[src/hw/rtl/uor_pkg.sv]
// Shared types and constants for the ultrasonic occupancy ranger.
package uor_pkg;

   localparam int CNT_W      = 24;
   localparam int TRIG_W     = 8;
   localparam int TMO_W      = 16;
   localparam int DIST_W     = 15;
   localparam int CSR_IDX_W  = 3;
   localparam int CSR_DATA_W = 24;

   // Echo width never exceeds the 16-bit timeout, one spare bit for margin.
   localparam int WIDTH_W    = 17;
   localparam int SCALE_W    = 9;
   localparam int PROD_W     = WIDTH_W + SCALE_W;
   localparam int SCALE_SHIFT = 10;
   localparam logic [SCALE_W-1:0] SCALE_NUM = 9'd281;

   localparam logic [CNT_W-1:0] CNT_MAX = {CNT_W{1'b1}};

   // Survey phases
   localparam logic [1:0] PH_IDLE = 2'd0;
   localparam logic [1:0] PH_TRIG = 2'd1;
   localparam logic [1:0] PH_RISE = 2'd2;
   localparam logic [1:0] PH_HIGH = 2'd3;

   // CSR indexes
   localparam logic [CSR_IDX_W-1:0] CSR_UPDATE_PERIOD = 3'd0;
   localparam logic [CSR_IDX_W-1:0] CSR_TRIGGER_WIDTH = 3'd1;
   localparam logic [CSR_IDX_W-1:0] CSR_ECHO_TIMEOUT  = 3'd2;
   localparam logic [CSR_IDX_W-1:0] CSR_MAX_DISTANCE  = 3'd3;
   localparam logic [CSR_IDX_W-1:0] CSR_OCC_DISTANCE  = 3'd4;
   localparam logic [CSR_IDX_W-1:0] CSR_SINGLE_MODE   = 3'd5;

   typedef struct packed {
      logic [CNT_W-1:0]  update_period_us;
      logic [TRIG_W-1:0] trigger_width_us;
      logic [TMO_W-1:0]  echo_timeout_us;
      logic [DIST_W-1:0] max_distance_q4;
      logic [DIST_W-1:0] occupied_distance_q4;
      logic              single_channel_mode;
   } cfg_type;

   localparam cfg_type CFG_RESET = '{
      update_period_us:     24'd500000,
      trigger_width_us:     8'd10,
      echo_timeout_us:      16'd30000,
      max_distance_q4:      15'd6400,
      occupied_distance_q4: 15'd320,
      single_channel_mode:  1'b0
   };

   typedef struct packed {
      logic [1:0]       phase;
      logic             active_channel;
      logic [CNT_W-1:0] tick_counter;
      logic [1:0]       occupancy_flags;
   } state_type;

   typedef struct packed {
      logic              trigger_a;
      logic              trigger_b;
      logic              result_valid;
      logic              result_channel;
      logic [DIST_W-1:0] distance_q4;
      logic              occupied_a;
      logic              occupied_b;
   } result_type;

endpackage

[src/hw/rtl/uor_step.sv]
// One-tick update of the ranging sequencer: next state and result beat.
module uor_step (
   input  uor_pkg::cfg_type    cfg,
   input  uor_pkg::state_type  cur,
   input  logic                echo_level_a,
   input  logic                echo_level_b,
   output uor_pkg::state_type  nxt,
   output uor_pkg::result_type res
);
   import uor_pkg::*;

   logic                echo;
   logic [CNT_W-1:0]    cnt_inc;
   logic [PROD_W-1:0]   prod;
   logic [PROD_W-SCALE_SHIFT-1:0] scaled;
   logic [DIST_W-1:0]   width_dist;
   logic                fin;
   logic [DIST_W-1:0]   fin_dist;
   logic                occ;
   logic [1:0]          flags;

   assign echo    = cur.active_channel ? echo_level_b : echo_level_a;
   assign cnt_inc = cur.tick_counter + CNT_W'(1);

   // distance = (w * 281) >> 10, saturated to max distance
   assign prod   = PROD_W'(cur.tick_counter[WIDTH_W-1:0]) * PROD_W'(SCALE_NUM);
   assign scaled = prod[PROD_W-1:SCALE_SHIFT];
   assign width_dist = (scaled > (PROD_W-SCALE_SHIFT)'(cfg.max_distance_q4))
                       ? cfg.max_distance_q4 : scaled[DIST_W-1:0];

   always_comb begin
      nxt      = cur;
      fin      = 1'b0;
      fin_dist = '0;
      occ      = 1'b0;
      flags    = cur.occupancy_flags;

      res.trigger_a      = (cur.phase == PH_TRIG) && !cur.active_channel;
      res.trigger_b      = (cur.phase == PH_TRIG) &&  cur.active_channel;
      res.result_valid   = 1'b0;
      res.result_channel = 1'b0;
      res.distance_q4    = '0;

      case (cur.phase)
         PH_TRIG: begin
            nxt.tick_counter = cnt_inc;
            if (cnt_inc >= CNT_W'(cfg.trigger_width_us)) begin
               nxt.tick_counter = '0;
               nxt.phase        = PH_RISE;
            end
         end
         PH_RISE: begin
            if (echo) begin
               nxt.tick_counter = CNT_W'(1);
               nxt.phase        = PH_HIGH;
            end else begin
               nxt.tick_counter = cnt_inc;
               if (cnt_inc > CNT_W'(cfg.echo_timeout_us)) begin
                  fin      = 1'b1;
                  fin_dist = cfg.max_distance_q4;
               end
            end
         end
         PH_HIGH: begin
            if (!echo) begin
               fin      = 1'b1;
               fin_dist = width_dist;
            end else begin
               nxt.tick_counter = cnt_inc;
               if (cnt_inc > CNT_W'(cfg.echo_timeout_us)) begin
                  fin      = 1'b1;
                  fin_dist = cfg.max_distance_q4;
               end
            end
         end
         default: begin
            nxt.phase = PH_IDLE;
            if (cur.tick_counter != CNT_MAX) begin
               nxt.tick_counter = cnt_inc;
            end
            if (nxt.tick_counter > cfg.update_period_us) begin
               nxt.tick_counter   = '0;
               nxt.active_channel = 1'b0;
               nxt.phase          = PH_TRIG;
            end
         end
      endcase

      if (fin) begin
         occ = (fin_dist != '0) && (fin_dist < cfg.occupied_distance_q4);
         flags[cur.active_channel] = occ;
         res.result_valid   = 1'b1;
         res.result_channel = cur.active_channel;
         res.distance_q4    = fin_dist;
         nxt.tick_counter   = '0;
         if (!cur.active_channel && !cfg.single_channel_mode) begin
            nxt.active_channel = 1'b1;
            nxt.phase          = PH_TRIG;
         end else begin
            // single-channel survey keeps spot 1 free
            if (cfg.single_channel_mode) begin
               flags[1] = 1'b0;
            end
            nxt.active_channel = 1'b0;
            nxt.phase          = PH_IDLE;
         end
      end

      nxt.occupancy_flags = flags;
      res.occupied_a      = flags[0];
      res.occupied_b      = flags[1];
   end

endmodule

[src/hw/rtl/ultrasonic_occupancy_ranger_top.sv]
// Top level of the two-spot ultrasonic occupancy ranger.
//
//  channel | direction | handshake           | beat
//  --------+-----------+---------------------+-----------------------------------
//  req     | in        | req_valid/req_stall | one 1 us tick: both echo levels
//  rsp     | out       | rsp_valid/rsp_stall | triggers, finished measurement,
//          |           |                     | occupancy flags for that tick
//  csr     | in        | csr_valid/csr_ready | register index + write data
//
// Every tick beat gives exactly one rsp beat. A beat lands in the input
// register, then one pass of the step logic (one 17x9 multiply plus compares)
// updates the sequencer and fills the output register; one beat per cycle is
// sustained while rsp_stall is low.
// Synchronous active-high reset clears the sequencer, the pipeline valids and
// loads the register defaults. csr_ready is always high.
// rsp_stall holds the output register; the input register then holds too, and
// req_stall rises only while the input register is full and cannot drain.
module ultrasonic_occupancy_ranger_top (
   input  logic                            clock,
   input  logic                            reset,
   // tick input
   input  logic                            req_valid,
   output logic                            req_stall,
   input  logic                            req_echo_level_a,
   input  logic                            req_echo_level_b,
   // result output
   output logic                            rsp_valid,
   input  logic                            rsp_stall,
   output logic                            rsp_trigger_a,
   output logic                            rsp_trigger_b,
   output logic                            rsp_result_valid,
   output logic                            rsp_result_channel,
   output logic [uor_pkg::DIST_W-1:0]      rsp_distance_q4,
   output logic                            rsp_occupied_a,
   output logic                            rsp_occupied_b,
   // register writes
   input  logic                            csr_valid,
   output logic                            csr_ready,
   input  logic [uor_pkg::CSR_IDX_W-1:0]   csr_index,
   input  logic [uor_pkg::CSR_DATA_W-1:0]  csr_data
);
   import uor_pkg::*;

   // input register
   logic       in_valid_ff, in_valid_in;
   logic       echo_a_ff, echo_b_ff;
   // sequencer state and registers
   state_type  state_ff, state_in;
   cfg_type    cfg_ff, cfg_in;
   // output register
   logic       out_valid_ff, out_valid_in;
   result_type out_ff;

   state_type  step_nxt;
   result_type step_res;
   logic       out_free;
   logic       advance;
   logic       req_take;

   // output register can take a beat when empty or being drained
   assign out_free  = !out_valid_ff || !rsp_stall;
   assign advance   = in_valid_ff && out_free;
   assign req_stall = in_valid_ff && !out_free;
   assign req_take  = req_valid && !req_stall;

   uor_step u_step (
      .cfg          (cfg_ff),
      .cur          (state_ff),
      .echo_level_a (echo_a_ff),
      .echo_level_b (echo_b_ff),
      .nxt          (step_nxt),
      .res          (step_res)
   );

   // sequencer moves only when a tick passes into the output register
   assign state_in    = advance ? step_nxt : state_ff;
   assign in_valid_in = req_take || (in_valid_ff && !advance);
   assign out_valid_in = advance || (out_valid_ff && rsp_stall);

   assign csr_ready = 1'b1;

   always_comb begin
      cfg_in = cfg_ff;
      if (csr_valid) begin
         case (csr_index)
            CSR_UPDATE_PERIOD: cfg_in.update_period_us     = csr_data;
            CSR_TRIGGER_WIDTH: cfg_in.trigger_width_us     = csr_data[TRIG_W-1:0];
            CSR_ECHO_TIMEOUT:  cfg_in.echo_timeout_us      = csr_data[TMO_W-1:0];
            CSR_MAX_DISTANCE:  cfg_in.max_distance_q4      = csr_data[DIST_W-1:0];
            CSR_OCC_DISTANCE:  cfg_in.occupied_distance_q4 = csr_data[DIST_W-1:0];
            CSR_SINGLE_MODE:   cfg_in.single_channel_mode  = csr_data[0];
            default: ;  // unmapped index, write dropped
         endcase
      end
   end

   always_ff @(posedge clock) begin
      if (reset) begin
         in_valid_ff  <= 1'b0;
         out_valid_ff <= 1'b0;
         state_ff     <= '{phase: PH_IDLE, active_channel: 1'b0,
                           tick_counter: '0, occupancy_flags: 2'b00};
         cfg_ff       <= CFG_RESET;
      end else begin
         in_valid_ff  <= in_valid_in;
         out_valid_ff <= out_valid_in;
         state_ff     <= state_in;
         cfg_ff       <= cfg_in;
      end
   end

   // payload registers
   always_ff @(posedge clock) begin
      if (req_take) begin
         echo_a_ff <= req_echo_level_a;
         echo_b_ff <= req_echo_level_b;
      end
      if (advance) begin
         out_ff <= step_res;
      end
   end

   assign rsp_valid          = out_valid_ff;
   assign rsp_trigger_a      = out_ff.trigger_a;
   assign rsp_trigger_b      = out_ff.trigger_b;
   assign rsp_result_valid   = out_ff.result_valid;
   assign rsp_result_channel = out_ff.result_channel;
   assign rsp_distance_q4    = out_ff.distance_q4;
   assign rsp_occupied_a     = out_ff.occupied_a;
   assign rsp_occupied_b     = out_ff.occupied_b;

endmodule
[config.mk]
export PLATFORM = sky130hd
export DESIGN_NAME = ultrasonic_occupancy_ranger_top
export DESIGN_NICKNAME = d
export VERILOG_FILES = /design/src/hw/rtl/uor_pkg.sv /design/src/hw/rtl/uor_step.sv /design/src/hw/rtl/ultrasonic_occupancy_ranger_top.sv
export SDC_FILE = /design/constraint.sdc
export NUM_CORES = 1
export LEC_CHECK = 0
export ABC_AREA = 1
export BUFFER_PORTS_ARGS = -buffer_cell sky130_fd_sc_hd__buf_2
export CORE_ASPECT_RATIO = 1.2
export CORE_MARGIN = 4
export CORE_UTILIZATION = 50
export CTS_BUF_LIST = sky130_fd_sc_hd__clkbuf_8
export CTS_CLUSTER_DIAMETER = 50
export DETAILED_ROUTE_END_ITERATION = 12
export HOLD_SLACK_MARGIN = 0.05
export PLACE_DENSITY = 0.78
export SYNTH_ARGS = -nofsm -noshare
export SYNTH_HDL_FRONTEND = slang
export SYNTH_SLANG_ARGS = --single-unit
[constraint.sdc]
create_clock -name clock -period 6.5 [get_ports clock]
set_input_delay 0.325 -clock clock [delete_from_list [all_inputs] [get_ports clock]]
set_output_delay 0.325 -clock clock [all_outputs]
set_load 0.02 [all_outputs]
* Yosys cells after proc, flatten, opt, wreduce, memory -nomap -nowiden
Cells that the tools add are included.
Operators by class: add/subtract/negate cells 1, $mul 1, div/mod/pow operators 0, order comparisons 7, equality and inequality tests 14, shifts and indexed selects 0, mux-type cells 30, bitwise operators 0, reductions and logical operators 33
Operators with widths (count):
- 24-bit two-way mux | 5
- 24-bit case mux with 3 select lines | 1
- 15-bit two-way mux | 4
- 15-bit case mux with 2 select lines | 1
- 27-bit two-way mux | 1
- 17-bit by 9-bit multiplier with 26-bit output, second input constant | 1
- 26-bit two-way mux | 1
- 24-bit by 1-bit adder with 24-bit output, second input constant | 1
- 24-bit by 8-bit greater-or-equal comparator with 1-bit output | 1
- 24-bit by 16-bit > comparator with 1-bit output | 1
- 24-bit > comparator | 1
- 24-bit != test, second input constant | 1
- 17-bit two-way mux | 1
- 16-bit by 15-bit > comparator with 1-bit output | 1
- 15-bit less-than comparator | 1
- 15-bit nonzero test | 1
- 2-bit AND reduction | 7
- 1-bit logical AND | 10
- 1-bit two-way mux | 8
- 2-bit two-way mux | 4
- 1-bit zero test | 7
- 3-bit by 2-bit == test with 1-bit output, second input constant | 2
- 3-bit == test, second input constant | 2
- 3-bit by 1-bit != test with 1-bit output, second input constant | 2
- other kinds (17) | 21
Storage, ports and cells: register bits after elaboration 133, latch bits 0, RAM bits 0, memory bits (read-only) 0, bits of input ports 34, output and inout port bits 24, logic and storage cells 107, memories kept 0

* Longest topological paths before layout
Gate-level depths: netlist of the first run.
depth after elaboration 11, gate-level depth with buffers 46, mapped depth without buffers 46

* Hierarchy
Synthesis of the first run repeated with hierarchy kept, for this count alone.
Second synthesis, totals: cells, all modules 1820, area total of the unflattened synthesis 11820.1 sq um
Modules (own cells, without submodules):
- uor_step | instances 1, cells an instance 1212, area each 6950.4 sq um, seq. area each 0.0 sq um
- ultrasonic_occupancy_ranger_top | instances 1, cells an instance 608, area each 4869.7 sq um, seq. area each 2892.8 sq um

* Worst setup path after synthesis of the first run
OpenSTA, ideal clock, no wires.
kind reg2reg, from register state_ff[11] (netlist name), to register out_ff, in the netlist rsp_occupied_a (data pin), setup time 0.251 ns, arrival time 5.594 ns, required time 6.249 ns, setup slack 0.655 ns, cell stages (with the launch flop) 40, path buffers 1, clock period less this slack 5.845 ns, path through dfxtp_1 ha_1 ha_1 fa_1 inv_1 fa_1 inv_1 ha_1 a21oi_1 nor2_1 nor2_1 nand3_1 a21oi_1 xor2_1 inv_1 ha_1 nand2_1 nand2_1 [... 4 more ...] nand2_1 nand3_1 nand2_1 nand2_4 buf_6 nand2_1 nand3_1 nand2_1 nand2_1 nand2_1 inv_1 ha_1 nand4_1 o221a_2 nand3_1 nand2_1 nand2_1 inv_1
RTL lines:
- start: declaration | RTL line ultrasonic_occupancy_ranger_top.sv:48 | state_type state_ff, state_in;
- start signal: assignment | RTL line ultrasonic_occupancy_ranger_top.sv:101 | state_ff <= '{phase: PH_IDLE, active_channel: 1'b0,
- start signal: assignment | RTL line ultrasonic_occupancy_ranger_top.sv:107 | state_ff <= state_in;
- end signal: assignment | RTL line ultrasonic_occupancy_ranger_top.sv:119 | out_ff <= step_res;
- end: declaration | RTL line ultrasonic_occupancy_ranger_top.sv:52 | result_type out_ff;

* Final worst setup path of the first run
from register state_ff[12] (netlist name), to register state_ff[0] (netlist name)
On the way: cells in the longest elaborated chain, start to end 9, elaborated cells between the ends (all ways) 18, classes of those cells add/sub: 1; mul: 1; order compare: 3; mux: 11; reduce/logical: 2
Ends and longest elaborated chain:
- 17-bit by 9-bit multiplier with 26-bit output / 24-bit by 1-bit adder with 24-bit output (equally long branches) | RTL line uor_step.sv:26, uor_step.sv:23
- 16-bit by 15-bit > comparator with 1-bit output / 24-bit by 16-bit > comparator with 1-bit output (equally long branches) | RTL line uor_step.sv:28, uor_step.sv:58, uor_step.sv:70
- 15-bit two-way mux, on equally long branches | RTL line uor_step.sv:29, uor_step.sv:58, uor_step.sv:70
- 15-bit two-way mux, on equally long branches | RTL line uor_step.sv:65, uor_step.sv:53
- 15-bit case mux with 2 select lines (*) | RTL line uor_step.sv:44 | case (cur.phase)
- via u_step.fin_dist[4] | RTL line uor_step.sv:18 | logic [DIST_W-1:0] fin_dist;
- 15-bit less-than comparator / 15-bit nonzero test (equally long branches) | RTL line uor_step.sv:90 | occ = (fin_dist != '0) && (fin_dist < cfg.occupied_distance_q4);
- 1-bit logical AND (*) | RTL line uor_step.sv:90
- 2-bit bitwise mux (*) | RTL line uor_step.sv:91 | flags[cur.active_channel] = occ;
- 2-bit two-way mux (*) | RTL line uor_step.sv:89 | if (fin) begin
The timed path passes the listed nets; every way through them passes the cells marked *. A chain may end at the register's enable or synchronous reset.

==> flow_metrics.env, run 1 <==
export IMPL_status="completed"
export IMPL_reg2reg_depth=39
export IMPL_min_period_ps=6150
export IMPL_grt_busiest_layer="met2"
export IMPL_yosys_area_top_type="dfxtp_1"
export IMPL_drv_slew=0
export IMPL_synth_xor_xnor_area_share=0.0176
export IMPL_use_met1=0.316
export IMPL_cts_buffers=17
export IMPL_antenna_found_initial=0
export IMPL_final_layout_size_suffix_gt1_frac=0.127
export IMPL_hold_path_class="primary input to flip-flop"
export IMPL_cts_path_max_buffers=2
export IMPL_crit_start="state_ff[12]"
export IMPL_pwr_share_comb=0.106
export IMPL_seq_area_frac_synth=0.265
export IMPL_cts_sinks=133
export IMPL_critPathTopFamily="adder cells"
export IMPL_end_kind="flip-flop"
export IMPL_drt_total_wl_um=30400
export IMPL_crit_buf_inv=5
export IMPL_drc=0
export IMPL_dp_slack_ps=85.6
export IMPL_area_growth_pct=11.9
export IMPL_tns_ps=0
export IMPL_initial_utilization=0.515
export IMPL_port_buffers=56
export IMPL_synth_top_family_by_area="simple AND/OR/NAND/NOR gates"
export IMPL_crit_top_cell="nand2_1"
export IMPL_synth_compound_area_share=0.146
export IMPL_ys_async_sr_fraction=0
export IMPL_ys_types=47
export IMPL_cap_violations=0
export IMPL_cp_num_cells=39
export IMPL_wl_per_cell_um=15.9
export IMPL_grt_use_met2=0.422
export IMPL_synth_edff_count=23
export IMPL_dieHeight_um=170
export IMPL_postLayoutSetupSlackWorst_ps=346
export IMPL_postSynthCellCount=1559
export IMPL_yosysTopAreaCellShare=0.202
export IMPL_synthTopCellsByArea="dfxtp_1 20%, ha_1 17%, nand2_1 12%, inv_1 9.0%, a21oi_1 6.8%"
export IMPL_r2r_end="state_ff[0]"
export IMPL_dr_total_vias=10500
export IMPL_worst_pin_slew_ps=1180
export IMPL_critPathSlowestCell="fa_1"
export IMPL_ys_ff_latch=133
export IMPL_grt_pass1_vias=9888
export IMPL_dpl_hpwl_um=23600
export IMPL_crit_path_max_fanout=8
export IMPL_setup_worst_path_class="flip-flop to flip-flop"
export IMPL_clk_latency_ps=470
export IMPL_gp_congestion=0.940
export IMPL_antennaDiodeCount=0
export IMPL_power_mw=1.77
export IMPL_viasPerCell=5.50
export IMPL_setup_violations=0
export IMPL_synth_nets=1769
export IMPL_synthMuxAreaShare=0
export IMPL_crit_required_ps=6880
export IMPL_cts_root_buffer="clkbuf_8"
export IMPL_cp_start_kind="flip-flop"
export IMPL_finClkSkew_ps=19.1
export IMPL_max_freq_mhz=162
export IMPL_die_x_um=143
export IMPL_cts_tree="yes"
export IMPL_timing_rr_start="state_ff[12]"
export IMPL_power_frac_clock=0.400
export IMPL_final_nets=1835
export IMPL_htreeDepth=4
export IMPL_crit_end="state_ff[0]"
export IMPL_yosys_area_share_simple=0.245
export IMPL_critPathMaxStageDelay_ps=550
export IMPL_syn_avg_cell_area_um2=7.00
export IMPL_n_fill_cell=1990
export IMPL_intPower_mw=1.24
export IMPL_ant_nets=0
export IMPL_row_count=58
export IMPL_synthAdderAreaFrac=0.218
export IMPL_reg2reg_slack_ps=350
export IMPL_die_area_um2=24300
export IMPL_fin_crit_sh=0.947
export IMPL_top_register="cfg_ff"
export IMPL_ioPinCount=58
export IMPL_swShare=0.297
export IMPL_p_leak_nw=6.37
export IMPL_coreArea_um2=21200
export IMPL_path_clk_slew_ps=100
export IMPL_gr_usage_met3=0.0385
export IMPL_worstPathArrival_ps=6530
export IMPL_gr_total_overflow=0
export IMPL_ir_drop_mv=0.167
export IMPL_p_switching_mw=0.524
export IMPL_synthFlopType="dfxtp_1"
export IMPL_slew_headroom=0.212
export IMPL_synth_warning_count=0
export IMPL_synth_area_um2=10900
export IMPL_drt_iter0_markers=965
export IMPL_grt_max_degree=78
export IMPL_hold_viol=0
export IMPL_grt_usage=0.248
export IMPL_grt_pass1_wl_um=48500
export IMPL_first_pass_iters=6
export IMPL_largest_reg_flops=79
export IMPL_powerDensity_nw_per_um2=145
export IMPL_seqPwrFrac=0.494
## how the worst min path moves through the flow
stage | startpoint | end | slack, ps | cells past startpoint
3_3_place_gp | cfg_ff[66] | cfg_ff[66] | 450 | 2
2_1_floorplan | req_echo_level_a | echo_a_ff | 420 | 0
3_5_place_dp | cfg_ff[32] | cfg_ff[32] | 450 | 2
4_1_cts | csr_data[18] | cfg_ff[73] | 60 | 3
6_report | csr_data[18] | cfg_ff[73] | 70 | 3
5_1_grt | csr_data[18] | cfg_ff[73] | 70 | 3
## routing by layer
layer	up-vias	part of all wire
met3	72	0.056
met1	4864	0.42
met5	-	0
met2	358	0.49
met4	0	0.035
li1	5205	-
## tightest hold or removal path, cell delays in order
cell and delay, ps:
buf_2 70, nand2_1 40, o211ai_1 70
## metrics by stage
| step | util | hold slack (ps) | cell area (um2) | cells |
|---|---|---|---|---|
| 3_5_place_dp | 0.543 | 455 | 11500 | 1865 |
| 4_1_cts | 0.563 | 60.3 | 11900 | 1901 |
| 3_3_place_gp | 0.543 | 447 | 11500 | 1865 |
| 6_report | 0.576 | 66.9 | 12200 | 1908 |
| 5_1_grt | 0.576 | 69.3 | 12200 | 1908 |
| 2_1_floorplan | - | 424 | 10900 | 1559 |
## power groups by stage
stage | Sequential, mW | Clock, mW | Combinational [mW]
2_1_floorplan | 0.896 | 0 | 0.111
3_3_place_gp | 0.891 | 0 | 0.175
3_5_place_dp | 0.892 | 0 | 0.179
4_1_cts | 0.873 | 0.710 | 0.182
5_1_grt | 0.875 | 0.746 | 0.208
6_report | 0.872 | 0.707 | 0.186
## Yosys cell counts (2+ instances only)
library cell / instances
a21oi_1: 149
nand2_1: 356
buf_6: 3
o31ai_1: 3
nor2_4: 3
nand3b_1: 2
o21bai_1: 3
edfxtp_1: 23
nand2_2: 11
o211ai_1: 19
nor3_1: 15
nand3_2: 9
inv_2: 3
nand4_1: 22
fa_1: 24
buf_2: 3
ha_1: 152
xor2_1: 21
nand3_1: 82
clkbuf_1: 33
o21ai_0: 104
o21ai_1: 5
inv_1: 262
nor2_1: 111
o21a_1: 3
dfxtp_1: 110
nor2_2: 5
a211oi_1: 4
## kinds of logic after synthesis
group,Yosys count
other,1
xor gates and xnor gates,22
and+or+nand+nor,622
buffers and inverters,308
AOI/OAI and AO/OA,297
DFF,133
adders and majority gates,176
## final cells by class
type,instances,area [um2],area share
multi-input cells,1119,7060,0.578
flip-flops and latches,133,2910,0.238
inverters,267,1000,0.0822
repair buffers,87,523,0.0428
well taps,270,338,0.0277
clock buffers,18,248,0.0203
clock inverters,14,136,0.0112
## what timing repair did
item,CTS,global route
setup buffers,0,6
endpoints found under the hold margin,4,0
hold buffers,4,0
resized for setup,0,61
setup endpoints to repair,0,4
## cell usage in the layout, fill, tap and decap left out, types with 3 or more instances in the layout
| cell | netlist | final |
|---|---|---|
| o21ai_1 | 5 | 4 |
| dlygate4sd3_1 | 0 | 4 |
| nor2_4 | 3 | 4 |
| inv_6 | 0 | 8 |
| o21a_1 | 3 | 3 |
| inv_2 | 3 | 3 |
| dfxtp_1 | 110 | 101 |
| ha_2 | 0 | 4 |
| o21ai_2 | 0 | 3 |
| o31ai_1 | 3 | 3 |
| fa_1 | 24 | 24 |
| nor2_1 | 111 | 103 |
| nand2_2 | 11 | 17 |
| nor3_2 | 1 | 5 |
| inv_1 | 262 | 261 |
| edfxtp_1 | 23 | 23 |
| clkbuf_8 | 0 | 18 |
| ha_1 | 152 | 145 |
| nand2_1 | 356 | 349 |
| a211oi_1 | 4 | 4 |
| nand4_1 | 22 | 22 |
| nor2_2 | 5 | 12 |
| dfxtp_2 | 0 | 7 |
| nor3_1 | 15 | 10 |
| buf_2 | 3 | 56 |
| a21oi_1 | 149 | 141 |
| o21ai_0 | 104 | 102 |
| a21oi_2 | 1 | 9 |
| xor2_2 | 0 | 4 |
| nand2_4 | 1 | 3 |
| xor2_1 | 21 | 17 |
| nand3_1 | 82 | 81 |
| nand3_2 | 9 | 10 |
| o211ai_1 | 19 | 19 |
| ha_4 | 0 | 3 |
| buf_4 | 1 | 27 |
Power figures use the tool's default switching activity.
==> inputs of run 2 (changes only) <==
PLACE_DENSITY = 0.81   (was 0.78)
clock period = 5.2 ns   (was 6.5 ns; I/O delays follow)
==> run 2 against run 1 <==
  * The flow now finishes with violations (setup timing)
  * Sequential power increased by 25%
  * Setup slack worse by 1200 ps
  * Design area rose by 15%
  * Combinational power increased by 37%
  * Highest routed layer unchanged
  * Largest power group unchanged
  * Final cell count rose by 6.7%
  * Critical endpoint is now rsp_occupied_a
==> flow_metrics.env, run 2 (same netlist as run 1, synthesis figures left out) <==
export IMPL_critPathSlowestCell="fa_1"
export IMPL_hold_viol=0
export IMPL_final_nets=1962
export IMPL_antenna_found_initial=0
export IMPL_grt_max_degree=78
export IMPL_crit_path_max_fanout=4
export IMPL_htreeDepth=4
export IMPL_ioPinCount=58
export IMPL_slew_headroom=0.267
export IMPL_gr_total_overflow=0
export IMPL_cp_start_kind="flip-flop"
export IMPL_ant_nets=0
export IMPL_seqPwrFrac=0.493
export IMPL_dpl_cell_count=1959
export IMPL_pwr_share_comb=0.115
export IMPL_r2r_end="rsp_occupied_a"
export IMPL_cts_tree="yes"
export IMPL_grt_setup_unrepaired="yes"
export IMPL_cts_buffers=17
export IMPL_holdPathEnd="cfg_ff[70]"
export IMPL_status="finished with violations"
export IMPL_critPathMaxStageDelay_ps=550
export IMPL_gp_congestion=0.922
export IMPL_violations="setup timing"
export IMPL_stdcell_count=2035
export IMPL_drc=0
export IMPL_layout_commonest_cell="nand2_1"
export IMPL_dieHeight_um=170
export IMPL_worstPathArrival_ps=6230
export IMPL_hold_path_class="primary input to flip-flop"
export IMPL_coreArea_um2=21200
export IMPL_p_leak_nw=7.04
export IMPL_top_register="cfg_ff"
export IMPL_crit_required_ps=5420
export IMPL_die_area_um2=24300
export IMPL_cts_root_buffer="clkbuf_8"
export IMPL_die_x_um=143
export IMPL_initial_utilization=0.515
export IMPL_clk_latency_ps=470
export IMPL_intPower_mw=1.55
export IMPL_antennaDiodeCount=0
export IMPL_cap_violations=0
export IMPL_viasPerCell=5.75
export IMPL_ir_drop_mv=0.282
export IMPL_drt_iter0_markers=1142
export IMPL_grt_usage=0.281
export IMPL_first_pass_iters=6
export IMPL_grt_pass1_vias=11300
export IMPL_end_kind="flip-flop"
export IMPL_port_buffers=56
export IMPL_row_count=58
export IMPL_reg2reg_depth=40
export IMPL_crit_top_cell="nand2_2"
export IMPL_min_period_ps=6020
export IMPL_grt_pass1_wl_um=54600
export IMPL_finish_instance_area_um2=14000
export IMPL_cts_path_max_buffers=2
export IMPL_setup_violations=5
export IMPL_swShare=0.297
export IMPL_largest_reg_flops=79
export IMPL_finClkSkew_ps=21.8
export IMPL_drv_slew=0
export IMPL_setup_worst_path_class="flip-flop to flip-flop"
export IMPL_layout_common_cells="312 x nand2_1, 245 x inv_1, 146 x buf_4"
export IMPL_dpl_hpwl_um=25300
export IMPL_crit_buf_inv=6
export IMPL_worstHoldStart="csr_data[15]"
export IMPL_max_freq_mhz=166
export IMPL_timing_rr_start="state_ff[8]"
export IMPL_p_switching_mw=0.655
export IMPL_power_frac_clock=0.391
export IMPL_cts_sinks=133
export IMPL_worst_pin_slew_ps=1100
export IMPL_hold_depth=3
export IMPL_path_clk_slew_ps=90
export IMPL_area_growth_pct=28.6
export IMPL_critPathTopFamily="simple AND/OR/NAND/NOR gates"
export IMPL_final_layout_size_suffix_gt1_frac=0.257
export IMPL_dr_total_vias=11700
export IMPL_dpl_cell_area_um2=12700
export IMPL_reg2reg_slack_ps=-820
export IMPL_dp_slack_ps=-604
export IMPL_wl_per_cell_um=17.4
export IMPL_postLayoutSetupSlackWorst_ps=-815
export IMPL_fin_crit_sh=1.16
export IMPL_powerDensity_nw_per_um2=157
export IMPL_drt_total_wl_um=35400
export IMPL_power_mw=2.20
## run 2: metal layers
layer	vias to the layer above	share of wire	track usage
met5	-	0	0
met3	181	0.079	0.0447
li1	5463	-	-
met2	662	0.49	0.484
met1	5393	0.37	0.327
met4	0	0.063	0.165
## run 2: worst min-delay path, stage by stage
cell and delay, ps:
buf_2 80, nand2_1 60, o211ai_1 80
## run 2: power by group through the flow
stage | sequential (mW) | clock, mW | combinational, mW
after floorplan | 1.12 | 0 | 0.141
after global placement | 1.11 | 0 | 0.223
after detailed placement | 1.11 | 0 | 0.230
after CTS | 1.09 | 0.854 | 0.241
after global routing | 1.09 | 0.898 | 0.281
final | 1.09 | 0.862 | 0.254
## run 2: final cells by class
| cell class | count | area [um2] |
|---|---|---|
| multi-input combinational | 1119 | 7870 |
| fill | 1654 | 7140 |
| sequential | 133 | 2940 |
| timing repair buffer | 214 | 1520 |
| inverter | 267 | 1010 |
| tap | 270 | 338 |
| clock buffer | 18 | 248 |
| clock inverter | 14 | 124 |
## run 2: worst max-delay path by stage
| stage | from | endpoint | cells after the start |
|---|---|---|---|
| 2_1_floorplan | state_ff[9] | rsp_occupied_a | 36 |
| 3_3_place_gp | state_ff[11] | state_ff[1] | 35 |
| 3_5_place_dp | state_ff[11] | state_ff[0] | 35 |
| 4_1_cts | state_ff[13] | state_ff[0] | 38 |
| 5_1_grt | state_ff[8] | rsp_occupied_a | 42 |
| 6_report | state_ff[8] | rsp_occupied_a | 40 |
## run 2: stage by stage
stage | util | setup TNS (ps) | hold WS (ps)
finish | 0.663 | -3760 | 64.1
global route | 0.663 | -5240 | 74.6
CTS | 0.649 | -2240 | 64.4
detailed placement | 0.600 | -2270 | 440
global placement | 0.600 | -2190 | 444
floorplan | - | -555 | 359
## run 2: timing repair
item	in CTS	in global routing
endpoints found under the setup margin	4	11
pin swaps	60	34
endpoints found under the hold margin	5	0
gates resized for setup	71	61
buffers inserted	36	7
gates cloned	1	0
hold buffers	5	0
==> inputs of run 3 (changes only) <==
ABC_CLOCK_PERIOD_IN_PS = 5200   (was unset)
REMOVE_ABC_BUFFERS = 1   (was unset)
==> run 3 against run 2 <==
  * The run still ends with setup timing left
  * Setup slack worse by 260 ps
  * Clock skew down 6.8 ps
  * Non-clock buffer count up 15
  * Register-to-register slack worse by 260 ps
  * Maximum frequency down 4.1%
  * First-iteration DRC count up 2.4%
  * Global-route usage up 1.3 points
  * Clock power up 12%
  * Power up 4.8%
  * Via count up 0.44%
==> flow_metrics.env, run 3 (same netlist as run 1, synthesis figures left out) <==
export IMPL_status="finished with violations"
export IMPL_violations="setup timing"
export IMPL_min_period_ps=6270
export IMPL_area_growth_pct=30.2
export IMPL_whs_ps=78.8
export IMPL_fin_crit_sh=1.21
export IMPL_critPathMaxStageDelay_ps=640
export IMPL_p_leak_nw=7.14
export IMPL_viasPerCell=5.73
export IMPL_finClkSkew_ps=15.0
export IMPL_reg2reg_depth=38
export IMPL_timing_rr_start="state_ff[7]"
export IMPL_die_x_um=143
export IMPL_hold_path_class="primary input to flip-flop"
export IMPL_largest_reg_flops=79
export IMPL_path_clk_slew_ps=100
export IMPL_cts_root_buffer="clkbuf_8"
export IMPL_worstHoldStart="rsp_stall"
export IMPL_worst_pin_slew_ps=1240
export IMPL_grt_max_degree=78
export IMPL_dp_slack_ps=-1110
export IMPL_cts_path_max_buffers=2
export IMPL_setup_worst_path_class="flip-flop to flip-flop"
export IMPL_port_buffers=56
export IMPL_antennaDiodeCount=0
export IMPL_htreeDepth=4
export IMPL_power_mw=2.31
export IMPL_cp_start_kind="flip-flop"
export IMPL_reg2reg_slack_ps=-1070
export IMPL_initial_utilization=0.515
export IMPL_dr_total_vias=11800
export IMPL_antenna_found_initial=0
export IMPL_layout_commonest_cell="nand2_1"
export IMPL_ant_nets=0
export IMPL_gr_total_overflow=0
export IMPL_top_register="cfg_ff"
export IMPL_drc=0
export IMPL_crit_top_cell="nand2_2"
export IMPL_grt_pass1_vias=11400
export IMPL_crit_required_ps=5620
export IMPL_max_freq_mhz=159
export IMPL_cts_buffers=17
export IMPL_cts_tree="yes"
export IMPL_holdPathEnd="rsp_valid"
export IMPL_clk_latency_ps=470
export IMPL_drt_total_wl_um=37100
export IMPL_setup_violations=8
export IMPL_critPathTopFamily="adder cells"
export IMPL_hold_depth=3
export IMPL_grt_setup_unrepaired="yes"
export IMPL_end_kind="flip-flop"
export IMPL_die_area_um2=24300
export IMPL_cts_sinks=133
export IMPL_powerDensity_nw_per_um2=162
export IMPL_crit_path_max_fanout=8
export IMPL_layout_common_cells="317 x nand2_1, 242 x inv_1, 155 x buf_4"
export IMPL_crit_buf_inv=6
export IMPL_dieHeight_um=170
export IMPL_coreArea_um2=21200
export IMPL_r2r_end="state_ff[1]"
export IMPL_drv_slew=0
export IMPL_slew_headroom=0.172
export IMPL_cap_violations=0
export IMPL_wl_per_cell_um=18.1
export IMPL_first_pass_iters=6
export IMPL_grt_pass1_wl_um=56600
export IMPL_ir_drop_mv=0.186
export IMPL_drt_iter0_markers=1169
export IMPL_grt_usage=0.294
export IMPL_worstPathArrival_ps=6690
export IMPL_dpl_hpwl_um=25500
export IMPL_postLayoutSetupSlackWorst_ps=-1070
export IMPL_critPathSlowestCell="fa_1"
export IMPL_final_layout_size_suffix_gt1_frac=0.260
export IMPL_utilization=0.671
export IMPL_gp_congestion=0.958
export IMPL_row_count=58
export IMPL_hold_viol=0
export IMPL_n_fill_cell=1652
export IMPL_ioPinCount=58
export IMPL_final_nets=1977
==> run 3: worst register-to-register path: cells and delay by family (launching register included) <==
| kind | cells | cell delay, ps |
|---|---|---|
| compound gates | 3 | 510 |
| xor+xnor | 1 | 210 |
| fa+ha+maj | 7 | 2550 |
| buf+inv | 6 | 450 |
| flops | 1 | 380 |
| simple gates | 21 | 2140 |
==> run 3: layout make-up <==
cell class,instances,area [um2],area share
Multi-Input combinational cell,1119,7890,0.555
Sequential cell,133,2940,0.207
Timing Repair Buffer,229,1630,0.115
Inverter,267,1000,0.0706
Tap cell,270,338,0.0238
Clock buffer,17,234,0.0165
Clock inverter,15,183,0.0128
==> run 3: power by group <==
part / leakage, nW / switching [mW] / internal, mW / total, mW
clock: 0.214 / 0.518 / 0.450 / 0.968
sequential: 1.13 / 0.0130 / 1.07 / 1.09
combinational: 5.79 / 0.175 / 0.0821 / 0.257
==> run 3: repair_timing <==
action,CTS,global route
resized for setup,175,46
hold buffers,10,0
gates cloned,1,0
setup buffers,30,6
endpoints found under the setup margin,15,14
pin swaps,83,50
endpoints found under the hold margin,10,0
==> run 3: per-layer routing <==
layer,vias up,track usage,part of all wire
li1,5492,-,-
met1,5398,0.339,0.37
met2,630,0.497,0.48
met3,231,0.0601,0.077
met4,0,0.184,0.079
met5,-,0,0
==> run 3: worst max-delay path by stage <==
| stage | start | end | slack (ps) | cells after the start |
|---|---|---|---|---|
| floorplan | state_ff[11] | rsp_occupied_a | -650 | 38 |
| global placement | state_ff[12] | state_ff[1] | -980 | 36 |
| detailed placement | state_ff[12] | state_ff[1] | -1110 | 35 |
| CTS | state_ff[8] | state_ff[1] | -580 | 41 |
| global route | state_ff[7] | state_ff[1] | -1290 | 42 |
| finish | state_ff[7] | state_ff[1] | -1070 | 38 |
==> run 3: through the flow <==
stage | setup TNS, ps | area (um2) | cells
detailed placement | -5640 | 12300 | 1972
global placement | -4230 | 12300 | 1972
global route | -6930 | 14200 | 2050
finish | -4530 | 14200 | 2050
floorplan | -2380 | 10700 | 1518
CTS | -2210 | 14000 | 2045
